**config.mk**
```make
export PLATFORM = sky130hd
export DESIGN_NAME = htqp_mod_unit
export DESIGN_NICKNAME = d
export VERILOG_FILES = /design/src/hw/rtl/hash_table_quadratic_probe_macros.svh /design/src/hw/rtl/htqp_pkg.sv /design/src/hw/rtl/htqp_mod_unit.sv
export SDC_FILE = /design/constraint.sdc
export NUM_CORES = 1
export LEC_CHECK = 0
export ABC_AREA = 1
export BUFFER_PORTS_ARGS = -buffer_cell sky130_fd_sc_hd__buf_2
export CORE_UTILIZATION = 50
export DETAILED_ROUTE_END_ITERATION = 8
export PLACE_DENSITY = 0.7
export SLEW_MARGIN = 5
export SYNTH_ARGS = -nofsm -noshare
export SYNTH_HDL_FRONTEND = slang
export SYNTH_SLANG_ARGS = --single-unit
```
**constraint.sdc**
```tcl
create_clock -name aclk -period 12.25 [get_ports aclk]
set_input_delay 1.8375 -clock aclk [delete_from_list [all_inputs] [get_ports aclk]]
set_output_delay 1.8375 -clock aclk [all_outputs]
set_load 0.01 [all_outputs]
```
**src/hw/rtl/hash_table_quadratic_probe_macros.svh**
```systemverilog
// ----------------------------------------------------------------------------
// hash table assertion macros
// shared concurrent assertion forms, clocked on aclk and off during reset
// ----------------------------------------------------------------------------
`ifndef HASH_TABLE_QUADRATIC_PROBE_MACROS_SVH
`define HASH_TABLE_QUADRATIC_PROBE_MACROS_SVH

// same-cycle implication
`define HTQP_ASSERT_IMP(label, ante, cons, msg) \
    label: assert property (@(posedge aclk) disable iff (!aresetn) (ante) |-> (cons)) \
        else $error(msg);

// next-cycle implication
`define HTQP_ASSERT_NXT(label, ante, cons, msg) \
    label: assert property (@(posedge aclk) disable iff (!aresetn) (ante) |=> (cons)) \
        else $error(msg);

`endif

```
**src/hw/rtl/htqp_pkg.sv**
```systemverilog
// ----------------------------------------------------------------------------
// htqp_pkg
// types and constants of the quadratic probing hash table
// ----------------------------------------------------------------------------
package htqp_pkg;

    localparam int CAP_W      = 11;
    localparam int COUNT_W    = 11;
    localparam int STATUS_W   = 3;
    localparam int DIGIT_BITS = 4;

    localparam logic [CAP_W-1:0]   CAP_RESET = 11'd1021;
    localparam logic [CAP_W-1:0]   CAP_MIN   = 11'd2;
    localparam logic [COUNT_W-1:0] COUNT_MAX = 11'd2047;

    typedef enum logic [STATUS_W-1:0] {
        ST_INSERTED  = 3'd0,
        ST_PRESENT   = 3'd1,
        ST_FOUND     = 3'd2,
        ST_NOT_FOUND = 3'd3,
        ST_NO_FREE   = 3'd4
    } status_t;

    typedef enum logic {
        ACT_INSERT = 1'b0,
        ACT_LOOKUP = 1'b1
    } action_t;

    typedef enum logic [2:0] {
        S_CLEAR,
        S_IDLE,
        S_DIV,
        S_PROBE,
        S_DONE
    } state_t;

    typedef struct packed {
        logic             done;
        logic [CAP_W-1:0] rem;
    } mod_result_t;

endpackage

```
**src/hw/rtl/htqp_mod_unit.sv**
```systemverilog
// ----------------------------------------------------------------------------
// htqp_mod_unit
// key modulo capacity, restoring remainder, DIGIT_BITS dividend bits a cycle
// ----------------------------------------------------------------------------
module htqp_mod_unit #(
    parameter int KEY_BITS = 31
) (
    input  logic                           aclk,
    input  logic                           aresetn,
    input  logic                           start,
    input  logic [KEY_BITS-1:0]            dividend,
    input  logic [htqp_pkg::CAP_W-1:0]     divisor,
    output htqp_pkg::mod_result_t          result
);

    localparam int DB    = htqp_pkg::DIGIT_BITS;
    localparam int CW    = htqp_pkg::CAP_W;
    localparam int STEPS = (KEY_BITS + DB - 1) / DB;
    localparam int PAD_W = STEPS * DB;
    localparam int CNT_W = $clog2(STEPS + 1);

    logic             busy_reg;
    logic             done_reg;
    logic [CNT_W-1:0] cnt_reg;
    logic [PAD_W-1:0] sh_reg;
    logic [CW-1:0]    rem_reg;
    logic [CW-1:0]    div_reg;
    logic [CW-1:0]    rem_next;

    always_comb begin
        logic [CW:0] r;
        r = {1'b0, rem_reg};
        for (int b = 0; b < DB; b++) begin
            r = {r[CW-1:0], sh_reg[PAD_W-1-b]};
            if (r >= {1'b0, div_reg}) begin
                r = r - {1'b0, div_reg};
            end
        end
        rem_next = r[CW-1:0];
    end

    always_ff @(posedge aclk) begin
        if (!aresetn) begin
            busy_reg <= 1'b0;
            done_reg <= 1'b0;
            cnt_reg  <= '0;
        end else begin
            done_reg <= 1'b0;
            if (start) begin
                busy_reg <= 1'b1;
                cnt_reg  <= '0;
            end else if (busy_reg) begin
                cnt_reg <= cnt_reg + CNT_W'(1);
                if (cnt_reg == CNT_W'(STEPS - 1)) begin
                    busy_reg <= 1'b0;
                    done_reg <= 1'b1;
                end
            end
        end
    end

    always_ff @(posedge aclk) begin
        if (start) begin
            sh_reg  <= PAD_W'(dividend);
            rem_reg <= '0;
            div_reg <= divisor;
        end else if (busy_reg) begin
            sh_reg  <= sh_reg << DB;
            rem_reg <= rem_next;
        end
    end

    assign result.done = done_reg;
    assign result.rem  = rem_reg;

endmodule

```
# == Word level (Yosys, flattened, before mapping) ==
# Cells that the tools add are included.
# classes
addsub,5
n_mul,0
n_div,0
magnitude_cmp,4
n_eq_ne,1
shift,0
mux,10
bitwise,2
n_reduce_logical,3
# op_table
cell,count
two-way mux 31 bit,2
greater-or-equal comparator 12 x 11 -> 1 bit,4
two-way mux 11 bit,4
subtractor 11 bit,4
"adder 4 x 1 -> 4 bit, second input constant",1
"equality test 4 x 3 -> 1 bit, second input constant",1
two-way mux 1 bit,4
OR reduction 3 bit,1
inverter 1 bit,2
nonzero test 2 bit,1
OR reduction 2 bit,1
# totals
regBits,60
latch_bits,0
ramBits,0
mem_bits_ro,0
word_cells,32
mem_count,0

# == Logic depth before layout (Yosys ltp) ==
# logic_depth
depth_word,8
ltp_mapped,49

# == Least setup slack after synthesis ==
# No wires, ideal clock.
# synth_timing
kind,register to register
from,register div_reg[0]
to,register rem_reg[9]
setup_ps,113
arrival_ps,6254
slack_ps,5883
path_stages_with_launch,47
synth_period_minus_slack_ps,6367
path_cell_list,edfxtp_1 > ha_1 > fa_1 > inv_1 > nand3_1 > nand3_1 > nand2_4 > nand3_2 > buf_2 > nand2_1 > nand2_1 > inv_1 > ha_1 > nand2_1 > nor4_1 > nand2_1 > nand2_2 > inv_2 > [11 not listed] > a21boi_1 > clkbuf_4 > nand3_1 > nand2_1 > inv_1 > ha_1 > nand2_1 > o21ai_0 > a21oi_1 > o21ai_0 > nand2_1 > nand3_1 > inv_1 > nand3_2 > buf_6 > nand2_1 > nand3_1 > nand2_1
# synth_via
elab_chain_len,8
word_cells_on_any_way,12
cone_classes,add/sub (4); order compare (4); mux (4)
# synth_lines
element,line_no,text
"start, declared",htqp_mod_unit.sv:27,logic [CW-1:0] div_reg;
"start signal, assigned",htqp_mod_unit.sv:66,div_reg <= divisor;
subtractor 11 bit or greater-or-equal comparator 12 x 11 -> 1 bit (tied branches),"htqp_mod_unit.sv:36, htqp_mod_unit.sv:35",
two-way mux 11 bit,htqp_mod_unit.sv:35,"if (r >= {1'b0, div_reg}) begin"
subtractor 11 bit or greater-or-equal comparator 12 x 11 -> 1 bit (tied branches),"htqp_mod_unit.sv:36, htqp_mod_unit.sv:35",
two-way mux 11 bit,htqp_mod_unit.sv:35,
subtractor 11 bit or greater-or-equal comparator 12 x 11 -> 1 bit (tied branches),"htqp_mod_unit.sv:36, htqp_mod_unit.sv:35",
two-way mux 11 bit,htqp_mod_unit.sv:35,
subtractor 11 bit or greater-or-equal comparator 12 x 11 -> 1 bit (tied branches),"htqp_mod_unit.sv:36, htqp_mod_unit.sv:35",
two-way mux 11 bit *,htqp_mod_unit.sv:35,
"end signal, assigned",htqp_mod_unit.sv:69,rem_reg <= rem_next;
"end, declared",htqp_mod_unit.sv:26,logic [CW-1:0] rem_reg;
# Every way passes the cells marked *; elsewhere a longest branch is shown, timed or not.
# A chain may end at the register's enable or synchronous reset.

# == Worst setup path after layout ==
# layout_timing
from,register div_reg[3]
to,register rem_reg[2]
# layout_via
elab_chain_len,8
word_cells_on_any_way,12
cone_classes,add/sub (4); order compare (4); mux (4)
# layout_lines
element,line_no
subtractor 11 bit or greater-or-equal comparator 12 x 11 -> 1 bit (tied branches),"htqp_mod_unit.sv:36, htqp_mod_unit.sv:35"
two-way mux 11 bit,htqp_mod_unit.sv:35
subtractor 11 bit or greater-or-equal comparator 12 x 11 -> 1 bit (tied branches),"htqp_mod_unit.sv:36, htqp_mod_unit.sv:35"
two-way mux 11 bit,htqp_mod_unit.sv:35
greater-or-equal comparator 12 x 11 -> 1 bit or subtractor 11 bit (tied branches),"htqp_mod_unit.sv:35, htqp_mod_unit.sv:36"
two-way mux 11 bit,htqp_mod_unit.sv:35
subtractor 11 bit or greater-or-equal comparator 12 x 11 -> 1 bit (tied branches),"htqp_mod_unit.sv:36, htqp_mod_unit.sv:35"
two-way mux 11 bit *,htqp_mod_unit.sv:35
# Marks and branches as above.

==> metrics.cfg <==
[status]
outcome = completed

[placed_design]
dp_hpwl_mm = 11.28
io_buffers = 56
gp_congestion = 1.021
dpl_cell_area_um2 = 5615
post-place-ws_ns = 4.504

[final_layout]
final_common_cell = nand2_1
drive_above_1_share_pct = 12.42
fin_area_um2 = 5813
largest_reg_flops = 32
fillers = 999
syn_to_final_growth_pct = 10.15
n_antenna_cell = 0
nNetsFinal = 894
final_cell_mix = nand2_1 (267), inv_1 (109), nand3_1 (60), buf_2 (56), ha_1 (45)

[clock_tree]
ctsRootBufferMaster = clkbuf_8
clock_sinks = 60
clk_pin_slew_worst_paths_ns = 0.06
cts_setup_buffers = 0
cts_tree = yes
cts_resized = 0
hold_buffers = 0
clock_latency_ns = 0.34
cts_buffer_depth = 2
cts.htree.levels = 3
cts_buffers = 9

[global_route]
grt_pass1_wl_mm = 23.16
use_met3_pct = 6.613
met1_usage_pct = 32.29
antenna_found_initial = 0
gr-total-overflow = 0
track_usage_pct = 27.03
grt_pass1_vias = 4881
grt_max_degree = 46
top_usage_layer = met2
grt_use_met2_pct = 43.85

[synth]
syn_nets = 846
yosysSeqAreaShare_pct = 30.73
synth_edf_count = 42
yosys_warnings = 0
synth-async-reset-ratio_pct = 0
synth_seq_cells = 60
avgSynthCellArea_um2 = 7.018
syn_area_um2 = 5278
ys_dominant_reg_cell = edfxtp_1
synth_cell_types = 43
syn_inst = 752

[critical_path]
crit_type = flop to flop
cp_max_fo = 13
timing.rr.end = rem_reg[2]
cpMaxStageDelayCell = a21boi_1
end_kind = flop
crit_path_start = div_reg[3]
cp.required_ns = 12.48
reg2reg_slack_ns = 4.34
critPathTopFamily = compound AO/OA/AOI/OAI gates
reg2regPathDepth = 40
cp.arrival_ns = 8.14
start_kind = flop
critPathBufInv = 5
reg2reg_from = div_reg[3]
path_common_cell = nand2_1
max_stage_delay_ns = 0.63

[sta]
tightest_slew_ns = 0.8213
post-route-period-util_pct = 64.60
tns_ns = 0
timing.hold.ws_ns = 0.4949
rsz0062_at_grt = no
fmax_mhz = 126.4
skew_ns = 0.008358
hold_viol = 0
setup_viol_count_final = 0
post-route-min-period_ns = 7.914
slew_violations = 0
slew_headroom_pct = 45.24
setup_ws_ns = 4.336

[die]
core.rowCount = 37
fp.dieArea_um2 = 10970
die_w_um = 104.7
core-area_um2 = 10280
ioPinCount = 57
die_h_um = 104.7
start_util_pct = 51.35

[hold_path]
min_path_cells = 2
hp-class = flop to flop
hp-start = cnt_reg[1]
hold_path_end = cnt_reg[1]

[route]
drtAntennaViolNets = 0
drt_drc_violations_left = 0
drt-pass1-iter-count = 5
wire_per_inst_um = 15.16
via_per_inst = 5.363
wl_mm = 14.27
dr.first_iter.drc_count = 391
vias = 5047

[run]
cap_violations = 0

==> synth_stat cells (4+ instances only) <==
cell type / instances / area (µm²)
nor3_1: 7 / 35.03
buf_2: 6 / 30.03
fa_1: 4 / 80.08
nand3_1: 60 / 300.3
nand2_1: 267 / 1002
inv_1: 109 / 409.1
buf_6: 4 / 45.04
nand2_2: 10 / 62.56
clkbuf_1: 8 / 30.03
dfxtp_1: 18 / 360.4
xor2_1: 19 / 166.4
a21oi_1: 34 / 170.2
nor2_1: 31 / 116.4
edfxtp_1: 42 / 1261
ha_1: 45 / 563.0
nand3_2: 7 / 70.07
nand4_1: 21 / 131.4
o21ai_0: 14 / 70.07
xnor2_1: 12 / 105.1
==> area by class of cell <==
cell class,count,area (µm²),area share [%]
Multi-Input combinational cell,560,3115,53.59
Clock buffer,14,162.7,2.798
Sequential cell,60,1622,27.90
Inverter,112,420.4,7.232
Clock inverter,2,35.03,0.6027
Tap cell,136,170.2,2.927
Timing Repair Buffer,57,287.8,4.950
==> worst register-to-register path: cells and delay by family (launching register included) <==
family	cells	cell delay [ns]
AOI/OAI and AO/OA	11	2.88
xor gates and xnor gates	1	0.15
adders and majority gates	4	1.45
buffers and inverters	5	0.56
DFF	1	0.37
and+or+nand+nor	19	2.38
==> worst max-delay path by stage <==
| stage | endpoint | slack, ns | cells past startpoint |
|---|---|---|---|
| after floorplan | rem_reg[9] | 5.88 | 46 |
| after global placement | rem_reg[2] | 4.60 | 40 |
| after detailed placement | rem_reg[2] | 4.50 | 40 |
| after CTS | rem_reg[2] | 4.47 | 40 |
| after global routing | rem_reg[2] | 3.68 | 40 |
| final | rem_reg[2] | 4.34 | 40 |
==> metal layers <==
metal  part of all wire [%]  vias to the layer above
met5                      0                        -
met3                    8.9                       62
met2                     45                      228
met4                    5.0                        0
li1                       -                     2531
met1                     42                     2226
==> per-stage QoR <==
stage,std cells,util (%)
after floorplan,752,-
after global placement,925,54.64
after detailed placement,925,54.64
after CTS,941,56.56
after global routing,941,56.56
final,941,56.56
==> cells by family after synthesis <==
family                   Yosys count  synth area share, %
XOR/XNOR                          31                5.145
flip-flops                        60                30.73
buffers and inverters            132                10.24
AO/OA/AOI/OAI                     62                6.638
AND/OR/NAND/NOR                  418                35.06
adder cells (fa/ha/maj)           49                12.19
Power is left out: the tool's default activity adds up to more than one toggle a clock period on the data nets, which glitch-free logic cannot reach.
